`src/wrp_pkg.sv`:
```
// Shared types and constants of the log ring pointer manager.
// Used by wrp_ctrl and by the wal_ring_pointer_manager top level; no dependencies.
package wrp_pkg;

    localparam int CAPACITY_LOG2 = 16;
    localparam int BLOCK_LOG2    = 12;
    localparam int IDX_W         = CAPACITY_LOG2 - BLOCK_LOG2;
    localparam int NUM_BLOCKS    = 1 << IDX_W;
    localparam int CNT_W         = IDX_W + 1;
    localparam int LAST_W        = 64 - BLOCK_LOG2;
    localparam int LEN_W         = 17;

    localparam logic [63:0]       RING_BYTES = 64'(1) << CAPACITY_LOG2;
    localparam logic [63:0]       RING_MASK  = RING_BYTES - 64'(1);
    localparam logic [63:0]       BLK_BYTES  = 64'(1) << BLOCK_LOG2;
    localparam logic [LEN_W-1:0]  LEN_MAX    = '1;
    localparam logic [IDX_W-1:0]  IDX_LAST   = '1;

    typedef enum logic [1:0] {
        OP_RESERVE = 2'd0,
        OP_COMMIT  = 2'd1,
        OP_PEEK    = 2'd2,
        OP_ADVANCE = 2'd3
    } opcode_t;

    typedef enum logic [1:0] {
        STAT_OK      = 2'd0,
        STAT_NO_ROOM = 2'd1,
        STAT_EMPTY   = 2'd2
    } status_t;

    typedef struct packed {
        opcode_t          opcode;
        logic [63:0]      range_base;
        logic [LEN_W-1:0] byte_count;
    } in_item_t;

    typedef struct packed {
        status_t          status;
        logic [63:0]      position;
        logic [LEN_W-1:0] length;
        logic [63:0]      commit_position;
    } out_item_t;

    typedef struct packed {
        logic             we;
        logic [IDX_W-1:0] waddr;
        logic             wdata;
        logic [IDX_W-1:0] raddr;
    } ram_req_t;

    typedef enum logic [2:0] {
        S_CLEAR,
        S_IDLE,
        S_EXEC,
        S_SPAN,
        S_MARK,
        S_WALK_RD,
        S_WALK_CHK,
        S_DONE
    } state_t;

endpackage

```
`src/wrp_ram.sv`:
```
// Generic single-write, single-read RAM with a registered read port.
// No dependencies.
module wrp_ram #(
    parameter int WIDTH = 1,
    parameter int DEPTH = 16
) (
    input  logic                     aclk,
    input  logic                     we,
    input  logic [$clog2(DEPTH)-1:0] waddr,
    input  logic [WIDTH-1:0]         wdata,
    input  logic [$clog2(DEPTH)-1:0] raddr,
    output logic [WIDTH-1:0]         rdata
);

    logic [WIDTH-1:0] mem [DEPTH];

    always_ff @(posedge aclk) begin
        if (we) begin
            mem[waddr] <= wdata;
        end
        rdata <= mem[raddr];
    end

endmodule

```
`src/wrp_ctrl.sv`:
```
// Sequencer and head registers of the log ring pointer manager.
// Depends on wrp_pkg; drives the block flag RAM through a wrp_pkg::ram_req_t.
module wrp_ctrl (
    input  logic              aclk,
    input  logic              aresetn,
    input  logic              s_valid,
    output logic              s_ready,
    input  wrp_pkg::in_item_t s_data,
    output logic              res_valid,
    input  logic              res_ready,
    output wrp_pkg::out_item_t res_data,
    output wrp_pkg::ram_req_t ram_req,
    input  logic              ram_rdata
);

    wrp_pkg::state_t                   state_reg, state_next;
    wrp_pkg::opcode_t                  op_reg, op_next;
    logic [63:0]                       off_reg, off_next;
    logic [wrp_pkg::LEN_W-1:0]         cnt_reg, cnt_next;
    logic [63:0]                       wr_pos_reg, wr_pos_next;
    logic [63:0]                       rd_pos_reg, rd_pos_next;
    logic [63:0]                       cm_pos_reg, cm_pos_next;
    logic [wrp_pkg::IDX_W-1:0]         idx_reg, idx_next;
    logic [wrp_pkg::CNT_W-1:0]         left_reg, left_next;
    logic [wrp_pkg::LAST_W-1:0]        last_reg, last_next;
    wrp_pkg::status_t                  status_reg, status_next;
    logic [63:0]                       pos_reg, pos_next;
    logic [wrp_pkg::LEN_W-1:0]         len_reg, len_next;

    logic [63:0]                       cnt64;
    logic [63:0]                       need;
    logic [63:0]                       end_addr;
    logic [wrp_pkg::LAST_W-1:0]        first_blk;
    logic [wrp_pkg::LAST_W-1:0]        diff;
    logic [63:0]                       phys;
    logic [63:0]                       avail;
    logic [63:0]                       contig;
    logic [63:0]                       clip;

    always_ff @(posedge aclk) begin
        if (!aresetn) begin
            state_reg  <= wrp_pkg::S_CLEAR;
            idx_reg    <= '0;
            left_reg   <= '0;
            wr_pos_reg <= '0;
            rd_pos_reg <= '0;
            cm_pos_reg <= '0;
        end else begin
            state_reg  <= state_next;
            idx_reg    <= idx_next;
            left_reg   <= left_next;
            wr_pos_reg <= wr_pos_next;
            rd_pos_reg <= rd_pos_next;
            cm_pos_reg <= cm_pos_next;
        end
    end

    always_ff @(posedge aclk) begin
        op_reg     <= op_next;
        off_reg    <= off_next;
        cnt_reg    <= cnt_next;
        last_reg   <= last_next;
        status_reg <= status_next;
        pos_reg    <= pos_next;
        len_reg    <= len_next;
    end

    always_comb begin
        state_next = state_reg;
        unique case (state_reg)
            wrp_pkg::S_CLEAR: begin
                if (idx_reg == wrp_pkg::IDX_LAST) begin
                    state_next = wrp_pkg::S_IDLE;
                end
            end
            wrp_pkg::S_IDLE: begin
                if (s_valid) begin
                    state_next = wrp_pkg::S_EXEC;
                end
            end
            wrp_pkg::S_EXEC: begin
                if (op_reg == wrp_pkg::OP_COMMIT) begin
                    if (cnt_reg == '0) begin
                        state_next = wrp_pkg::S_WALK_RD;
                    end else begin
                        state_next = wrp_pkg::S_SPAN;
                    end
                end else begin
                    state_next = wrp_pkg::S_DONE;
                end
            end
            wrp_pkg::S_SPAN: begin
                state_next = wrp_pkg::S_MARK;
            end
            wrp_pkg::S_MARK: begin
                if (left_reg == wrp_pkg::CNT_W'(1)) begin
                    state_next = wrp_pkg::S_WALK_RD;
                end
            end
            wrp_pkg::S_WALK_RD: begin
                if (cm_pos_reg >= wr_pos_reg) begin
                    state_next = wrp_pkg::S_DONE;
                end else begin
                    state_next = wrp_pkg::S_WALK_CHK;
                end
            end
            wrp_pkg::S_WALK_CHK: begin
                if (ram_rdata) begin
                    state_next = wrp_pkg::S_WALK_RD;
                end else begin
                    state_next = wrp_pkg::S_DONE;
                end
            end
            wrp_pkg::S_DONE: begin
                if (res_ready) begin
                    state_next = wrp_pkg::S_IDLE;
                end
            end
            default: state_next = wrp_pkg::S_IDLE;
        endcase
    end

    always_comb begin
        cnt64     = 64'(cnt_reg);
        need      = wr_pos_reg + cnt64 - rd_pos_reg;
        end_addr  = off_reg + cnt64 - 64'(1);
        first_blk = off_reg[63:wrp_pkg::BLOCK_LOG2];
        diff      = last_reg - first_blk;
        phys      = rd_pos_reg & wrp_pkg::RING_MASK;
        avail     = cm_pos_reg - rd_pos_reg;
        contig    = wrp_pkg::RING_BYTES - phys;
        clip      = (avail > contig) ? contig : avail;
        if (clip > 64'(wrp_pkg::LEN_MAX)) begin
            clip = 64'(wrp_pkg::LEN_MAX);
        end
    end

    always_comb begin
        op_next     = op_reg;
        off_next    = off_reg;
        cnt_next    = cnt_reg;
        wr_pos_next = wr_pos_reg;
        rd_pos_next = rd_pos_reg;
        cm_pos_next = cm_pos_reg;
        idx_next    = idx_reg;
        left_next   = left_reg;
        last_next   = last_reg;
        status_next = status_reg;
        pos_next    = pos_reg;
        len_next    = len_reg;

        ram_req.we    = 1'b0;
        ram_req.waddr = idx_reg;
        ram_req.wdata = 1'b0;
        ram_req.raddr = cm_pos_reg[wrp_pkg::BLOCK_LOG2 +: wrp_pkg::IDX_W];

        s_ready   = (state_reg == wrp_pkg::S_IDLE);
        res_valid = (state_reg == wrp_pkg::S_DONE);
        res_data.status          = status_reg;
        res_data.position        = pos_reg;
        res_data.length          = len_reg;
        res_data.commit_position = cm_pos_reg;

        unique case (state_reg)
            wrp_pkg::S_CLEAR: begin
                ram_req.we = 1'b1;
                idx_next   = idx_reg + wrp_pkg::IDX_W'(1);
            end
            wrp_pkg::S_IDLE: begin
                if (s_valid) begin
                    op_next  = s_data.opcode;
                    off_next = s_data.range_base;
                    cnt_next = s_data.byte_count;
                end
            end
            wrp_pkg::S_EXEC: begin
                status_next = wrp_pkg::STAT_OK;
                pos_next    = '0;
                len_next    = '0;
                unique case (op_reg)
                    wrp_pkg::OP_RESERVE: begin
                        if (need > wrp_pkg::RING_BYTES) begin
                            status_next = wrp_pkg::STAT_NO_ROOM;
                        end else begin
                            pos_next    = wr_pos_reg;
                            wr_pos_next = wr_pos_reg + cnt64;
                        end
                    end
                    wrp_pkg::OP_COMMIT: begin
                        if (end_addr < off_reg) begin
                            last_next = '1;
                        end else begin
                            last_next = end_addr[63:wrp_pkg::BLOCK_LOG2];
                        end
                    end
                    wrp_pkg::OP_PEEK: begin
                        if (rd_pos_reg >= cm_pos_reg) begin
                            status_next = wrp_pkg::STAT_EMPTY;
                        end else begin
                            pos_next = phys;
                            len_next = clip[wrp_pkg::LEN_W-1:0];
                        end
                    end
                    wrp_pkg::OP_ADVANCE: begin
                        rd_pos_next = rd_pos_reg + cnt64;
                    end
                    default: begin
                        status_next = wrp_pkg::STAT_OK;
                    end
                endcase
            end
            wrp_pkg::S_SPAN: begin
                if (diff >= wrp_pkg::LAST_W'(wrp_pkg::NUM_BLOCKS - 1)) begin
                    idx_next  = '0;
                    left_next = wrp_pkg::CNT_W'(wrp_pkg::NUM_BLOCKS);
                end else begin
                    idx_next  = first_blk[wrp_pkg::IDX_W-1:0];
                    left_next = wrp_pkg::CNT_W'(diff[wrp_pkg::IDX_W-1:0])
                              + wrp_pkg::CNT_W'(1);
                end
            end
            wrp_pkg::S_MARK: begin
                ram_req.we    = 1'b1;
                ram_req.wdata = 1'b1;
                idx_next      = idx_reg + wrp_pkg::IDX_W'(1);
                left_next     = left_reg - wrp_pkg::CNT_W'(1);
            end
            wrp_pkg::S_WALK_RD: begin
                left_next = left_reg;
            end
            wrp_pkg::S_WALK_CHK: begin
                if (ram_rdata) begin
                    ram_req.we    = 1'b1;
                    ram_req.waddr = cm_pos_reg[wrp_pkg::BLOCK_LOG2 +: wrp_pkg::IDX_W];
                    cm_pos_next   = cm_pos_reg + wrp_pkg::BLK_BYTES;
                end
            end
            wrp_pkg::S_DONE: begin
                left_next = left_reg;
            end
            default: begin
                left_next = left_reg;
            end
        endcase
    end

endmodule

```
`src/wal_ring_pointer_manager.sv`:
```
// Reserve, peek and advance pass S_EXEC and S_DONE to the output register; S_DONE waits
// while that is full and m_ready low. Commit passes S_EXEC, S_SPAN and S_MARK (N blocks
// marked one per cycle; both skipped for a zero byte count), then retires R blocks by a
// RAM read, then check and clear; a clear flag ends the walk. One item is in work at a time;
// s_ready returns in the cycle after the result moves to the output register. Synchronous
// reset zeroes all heads, then a pass clears all 16 flag RAM entries with s_ready low.
module wal_ring_pointer_manager (
    input  logic               aclk,
    input  logic               aresetn,
    input  logic               s_valid,
    output logic               s_ready,
    input  wrp_pkg::in_item_t  s_data,
    output logic               m_valid,
    input  logic               m_ready,
    output wrp_pkg::out_item_t m_data
);

    logic               res_valid;
    logic               res_ready;
    wrp_pkg::out_item_t res_data;
    wrp_pkg::ram_req_t  ram_req;
    logic               ram_rdata;

    logic               m_valid_reg, m_valid_next;
    wrp_pkg::out_item_t m_data_reg, m_data_next;

    wrp_ctrl u_ctrl (
        .aclk      (aclk),
        .aresetn   (aresetn),
        .s_valid   (s_valid),
        .s_ready   (s_ready),
        .s_data    (s_data),
        .res_valid (res_valid),
        .res_ready (res_ready),
        .res_data  (res_data),
        .ram_req   (ram_req),
        .ram_rdata (ram_rdata)
    );

    wrp_ram #(
        .WIDTH (1),
        .DEPTH (wrp_pkg::NUM_BLOCKS)
    ) u_flag_ram (
        .aclk  (aclk),
        .we    (ram_req.we),
        .waddr (ram_req.waddr),
        .wdata (ram_req.wdata),
        .raddr (ram_req.raddr),
        .rdata (ram_rdata)
    );

    assign res_ready = !m_valid_reg || m_ready;

    always_comb begin
        m_valid_next = m_valid_reg;
        m_data_next  = m_data_reg;
        if (res_valid && res_ready) begin
            m_valid_next = 1'b1;
            m_data_next  = res_data;
        end else if (m_ready) begin
            m_valid_next = 1'b0;
        end
    end

    always_ff @(posedge aclk) begin
        if (!aresetn) begin
            m_valid_reg <= 1'b0;
        end else begin
            m_valid_reg <= m_valid_next;
        end
    end

    always_ff @(posedge aclk) begin
        m_data_reg <= m_data_next;
    end

    assign m_valid = m_valid_reg;
    assign m_data  = m_data_reg;

endmodule
```
`config.mk`:
```
export PLATFORM = sky130hd
export DESIGN_NAME = wal_ring_pointer_manager
export DESIGN_NICKNAME = d
export VERILOG_FILES = /design/src/wrp_pkg.sv /design/src/wrp_ram.sv /design/src/wrp_ctrl.sv /design/src/wal_ring_pointer_manager.sv
export SDC_FILE = /design/constraint.sdc
export NUM_CORES = 2
export LEC_CHECK = 0
export BUFFER_PORTS_ARGS = -buffer_cell sky130_fd_sc_hd__buf_4
export CORE_UTILIZATION = 60
export CTS_BUF_LIST = sky130_fd_sc_hd__clkbuf_4
export DETAILED_ROUTE_END_ITERATION = 8
export PLACE_DENSITY = 0.83
export SETUP_SLACK_MARGIN = 0.1
export SLEW_MARGIN = 20
export SYNTH_ARGS = -nofsm -noshare
export SYNTH_HDL_FRONTEND = slang
export SYNTH_HIERARCHICAL = 1
export SYNTH_SLANG_ARGS = --single-unit
```
`constraint.sdc`:
```
create_clock -name aclk -period 22.2 [get_ports aclk]
set_input_delay 3.33 -clock aclk [delete_from_list [all_inputs] [get_ports aclk]]
set_output_delay 3.33 -clock aclk [all_outputs]
set_load 0.02 [all_outputs]
```
Word-level counts from Yosys, hierarchy flattened
Memories as Yosys holds them, arrays and structs flattened. A register that Yosys moved wholly into a read port is not among the register bits.
Cells that the tools add are included.
- register bits: 570
- input bits: 87
- memories kept: 1
- bits in writable memories: 16
- word-level logic and storage cells: 102
- memory list (name ; depth ; bits a word ; rd ports ; clocked after Yosys merged registers in ; wr ports ; line ; source):
    u_flag_ram.mem ; 16 ; 1 ; 1 ; 1 ; 1 ; wrp_ram.sv:15 ; logic [WIDTH-1:0] mem [DEPTH];
- reductions and logical operators: 17
- add/subtract/negate cells: 12
- equality and inequality tests: 16
- order comparisons: 7
- bitwise operators: 2
- mux-type cells: 29
- operators by type and width (operator ; number):
    adder 64 x 17 -> 64 bit ; 3
    >= comparator 64 bit ; 2
    > comparator 64 x 17 -> 1 bit (second input constant) ; 2
    2-to-1 mux 64 bit ; 2
    case mux 64 bit (2 select lines) ; 1
    subtractor 64 bit ; 2
    adder 64 x 13 -> 64 bit (second input constant) ; 1
    > comparator 64 bit ; 1
    less-than comparator 64 bit ; 1
    subtractor 64 x 1 -> 64 bit (second input constant) ; 1
    >= comparator 52 x 4 -> 1 bit (second input constant) ; 1
    subtractor 52 bit ; 1
    case mux 3 bit (8 select lines) ; 1
    2-to-1 mux 3 bit ; 6
    subtractor 17 x 16 -> 18 bit (first input constant) ; 1
    zero test 17 bit ; 1
    2-to-1 mux 17 bit ; 1
    2-to-1 mux 16 bit ; 1
    equality test 3 bit (second input constant) ; 4
    2-to-1 mux 5 bit ; 2
    case mux 5 bit (2 select lines) ; 1
    2-to-1 mux 4 bit ; 2
    case mux 4 bit (2 select lines) ; 1
    AND reduction 2 bit ; 4
    other kinds (25) ; 40

Logic depth before layout (Yosys ltp)
- depth after elaboration: 5
- mapped depth: 33
- mapped depth without buffers: 30

Modules after synthesis
Netlist, hierarchy kept.
- by module, submodules not included (module ; sequential area each (µm²) ; cells an instance ; instances ; area an instance (µm²)):
    wrp_ctrl ; 10390.0 ; 4619 ; 1 ; 37196.9
    wal_ring_pointer_manager ; 4434.3 ; 152 ; 1 ; 4471.8
    wrp_ram ; 500.5 ; 47 ; 1 ; 745.7

Least setup slack after synthesis
No wires, ideal clock.
- kind: reg-to-reg
- start: register u_ctrl/cnt_reg[4] (netlist name)
- end: register u_ctrl.wr_pos_reg[57]
- slack: 15.038 ns
- data arrival time: 7.035 ns
- buffers on the path: 3
- clock period less this slack: 7.162 ns
- stages on the path, launching flop included: 30
- setup time: 0.128 ns
- cells stage by stage: edfxtp_1 > ha_1 > o211ai_1 > o211ai_1 > nand4_1 > a311oi_1 > nor2_1 > nor3_1 > nand3_1 > nor3_1 > nand3_1 > or4_1 > clkbuf_1 > xnor2_1 > ha_1 > nand4_1 > nor4_1 > a22oi_1 > and2_1 > or2_0 > a21o_1 > o31ai_1 > nor2_1 > or4bb_1 > nor4_2 > buf_2 > clkbuf_1 > nand4_1 > xnor2_1 > nor2_1
- longest elaborated chain between the ends: 5
- RTL lines (item ; line ; source):
    start: declaration ; wrp_ctrl.sv:19 ; logic [wrp_pkg::LEN_W-1:0] cnt_reg, cnt_next;
    start signal: assignment ; wrp_ctrl.sv:61 ; cnt_reg <= cnt_next;
    adder 64 x 17 -> 64 bit * ; wrp_ctrl.sv:125, wrp_ctrl.sv:186 ;
    subtractor 64 bit ; wrp_ctrl.sv:125 ; need = wr_pos_reg + cnt64 - rd_pos_reg;
    > comparator 64 x 17 -> 1 bit ; wrp_ctrl.sv:182 ; if (need > wrp_pkg::RING_BYTES) begin
    inverter 1 bit (no source line) ; - ;
    AND reduction 3 bit (no source line) ; - ;
    end signal: assignment ; wrp_ctrl.sv:52 ; wr_pos_reg <= wr_pos_next;
    end: declaration ; wrp_ctrl.sv:20 ; logic [63:0] wr_pos_reg, wr_pos_next;
Every way passes the cells marked *; elsewhere a longest branch is shown, timed or not.
A chain may end at the register's enable or synchronous reset.

Worst setup path after layout
- start: register u_ctrl/cnt_reg[2] (netlist name)
- end: register u_ctrl.wr_pos_reg[62]
The elaborated chain is that of the path after synthesis.

==> out/results.ini <==
[cts]
numCtsBuffers = 154
cts_tree = done
clock_latency_ns = 0.98
numClockSinks = 575
cts_setup_buffers = 0
cts_buffer_depth = 3
postCtsResizedCells = 0
cts_htree_levels = 4
holdBufCountCts = 0
clkTransAtPathRegs_ns = 0.06
root_buffer = clkbuf_4

[global_route]
grt_max_degree = 93
grt_pass1_wl_um = 197600
grt.total_usage_pct = 35.53
grt-ovfl-total = 0
antenna_found_initial = 3
grt_pass1_vias = 35970

[floorplan]
chipHeight_um = 267.9
io_pins = 236
initial_core_util_pct = 60.57
rows = 97
core_sq_um = 70030
die-area_sq_um = 71760
dieWidth_um = 267.9

[worst_setup_path]
end_kind = flip-flop
r2r_start = u_ctrl/cnt_reg[2]$_DFFE_PP_
cpPeakStageDelay_ns = 0.71
crit_type = flip-flop to flip-flop
critPathArrivalTime_ns = 10.44
rrSetupSlack_ns = 12.60
crit_required_ns = 23.04
r2r-end = u_ctrl/wr_pos_reg[62]$_SDFFE_PN0P_
critPathLaunchType = flip-flop
cp_slowest_cell = nor3_1
cp_max_fo = 92
reg2reg_depth = 28

[detailed_routing]
viasPerCell = 6.358
ant_nets = 0
wl_per_cell_um = 21.30
drt-pass1-iter-count = 7
drt_iter0_drc = 4034
drt_wl_total_um = 130000
vias = 38790
drc_errors = 0

[sta]
hold_violations = 0
holdWs_ns = 0.4006
tightest_slew_ns = 1.197
fin_ws_ns = 12.60
fin_skew_ns = 0.07603
fin_setup_tns_ns = 0
period_needed_ns = 9.604
fmax_ghz = 0.1041
rsz0062_at_grt = no
setup-violations-final = 0
slew_headroom_pct = 19.38
finalCritPeriodShare_pct = 43.26
slew_viol_final = 0

[logic_synthesis]
yosysMostFrequentCell = a21oi_1
synth_flop_cell = edfxtp_1
syn_inst = 4818
yosys.area.top_type_share_pct = 26.97
yosys-top-cells-count = a21oi_1, ha_1, nor2_1
syn_area_per_cell_sq_um = 8.803
synthTopCellsByArea = edfxtp_1, ha_1, dfxtp_1, a21oi_1, xnor2_1
ys_ff_latch = 575
yosys.area.top_type = edfxtp_1
yosysSeqAreaShare_pct = 36.13
async_flop_share_pct = 0
synth_edf_count = 381
synth_warnings = 6
synth_area_sq_um = 42410
synth.distinct_cells = 99

[cells_and_area]
largest_register_ffs = 147
fin_nets = 5534
area_delta_synth_final_pct = 10.36
drive_gt1_share_pct = 11.14
fin_util_pct = 66.84

[run_status]
status = completed

[power]
p_leak_nw = 19.78
powerDensity_nw_per_um2 = 56.11
peakVddDrop_mv = 0.04598

[hold_path]
hp-class = flip-flop to flip-flop
hold_path_end = m_data[146]$_DFFE_PP_
min_from = u_ctrl/status_reg[1]$_DFFE_PP_
hold_depth = 0

[place]
pre_cts_slack_ns = 12.66
dp_hpwl_um = 99340
place_congestion = 1.074
io_buffers = 235

[flow_run]
max_cap_viol_count = 0

[worst max-delay path by stage]
stage	slack [ns]	start	end	cells past startpoint
global route	11.85	u_ctrl/cnt_reg[4]$_DFFE_PP_	u_ctrl/wr_pos_reg[18]$_SDFFE_PN0P_	28
global placement	12.92	u_ctrl/cnt_reg[4]$_DFFE_PP_	u_ctrl/wr_pos_reg[60]$_SDFFE_PN0P_	27
CTS	12.51	u_ctrl/cnt_reg[2]$_DFFE_PP_	u_ctrl/wr_pos_reg[60]$_SDFFE_PN0P_	27
finish	12.60	u_ctrl/cnt_reg[2]$_DFFE_PP_	u_ctrl/wr_pos_reg[62]$_SDFFE_PN0P_	28
floorplan	15.04	u_ctrl/cnt_reg[4]$_DFFE_PP_	u_ctrl/wr_pos_reg[57]$_SDFFE_PN0P_	29
detailed placement	12.66	u_ctrl/cnt_reg[2]$_DFFE_PP_	u_ctrl/wr_pos_reg[60]$_SDFFE_PN0P_	27
[area by class of cell]
type / count / area (sq um)
sequential: 575 / 15320
multi-input combinational: 3714 / 25070
inverter: 339 / 1275
clock buffer: 237 / 1779
tap: 940 / 1176
clock inverter: 40 / 271.5
fill: 5756 / 23220
timing repair buffer: 255 / 1914
antenna: 1 / 2.502
[metrics by stage]
stage               cells  total power (W)  instance area, sq um
floorplan            4829         0.001536                 42460
global placement     5823         0.001639                 44740
detailed placement   5823         0.001653                 44740
CTS                  6100         0.002638                 46790
global route         6101         0.002751                 46810
finish               6101         0.002626                 46810
[layer usage]
metal / up-vias / global-route usage [%] / part of all wire [%]
met1: 18160 / 44.80 / 40
met3: 383 / 6.094 / 8.3
met2: 1991 / 56.50 / 45
li1: 18250 / - / -
met4: 2 / 22.75 / 6.4
met5: - / 0 / 0.0069
[layout by cell type, fill, tap and decap left out, drive strengths merged, types with 47 or more instances in the layout]
master  Yosys  layout
nand2b    102     102
nand3     126     126
clkbuf    171     237
xor2       92      92
a31oi      47      47
and3      107     107
nor3      106     106
buf        30     255
nand4     150     150
a21o      135     135
ha        403     403
nor2      386     386
or3        83      83
nand2     349     349
dfxtp     194     194
a211oi     50      50
a21oi     415     415
inv       339     342
nor4       49      49
xnor2     206     206
edfxtp    381     381
nor2b      60      60
o21ai     290     290
[critical path: cells and delay by family, from the launching register on]
family | cells | cell delay, ns
AO/OA/AOI/OAI | 7 | 1.76
flip-flops | 1 | 0.45
AND/OR/NAND/NOR | 16 | 5.23
buffers and inverters | 2 | 0.88
adder cells (fa/ha/maj) | 2 | 0.87
XOR/XNOR | 1 | 0.17
[report_power, final]
group / internal, W / switching, W / total, W
Combinational: 0.000186 / 0.000278 / 0.000464
Sequential: 0.00116 / 0.0000157 / 0.00118
Clock: 0.000522 / 0.000461 / 0.000983
[cells by family (layout without fill, tap and decap cells)]
family,count (synthesis),count (layout),share of synthesized area [%]
multiplexers,54,54,1.443
AND/OR/NAND/NOR,1660,1660,19.98
flip-flops,575,575,36.13
AO/OA/AOI/OAI,1282,1282,19.17
other,1,13,0.008841
adder cells (fa/ha/maj),408,408,12.12
buffers and inverters,540,871,4.988
XOR/XNOR,298,298,6.154
Power figures use the tool's default switching activity.
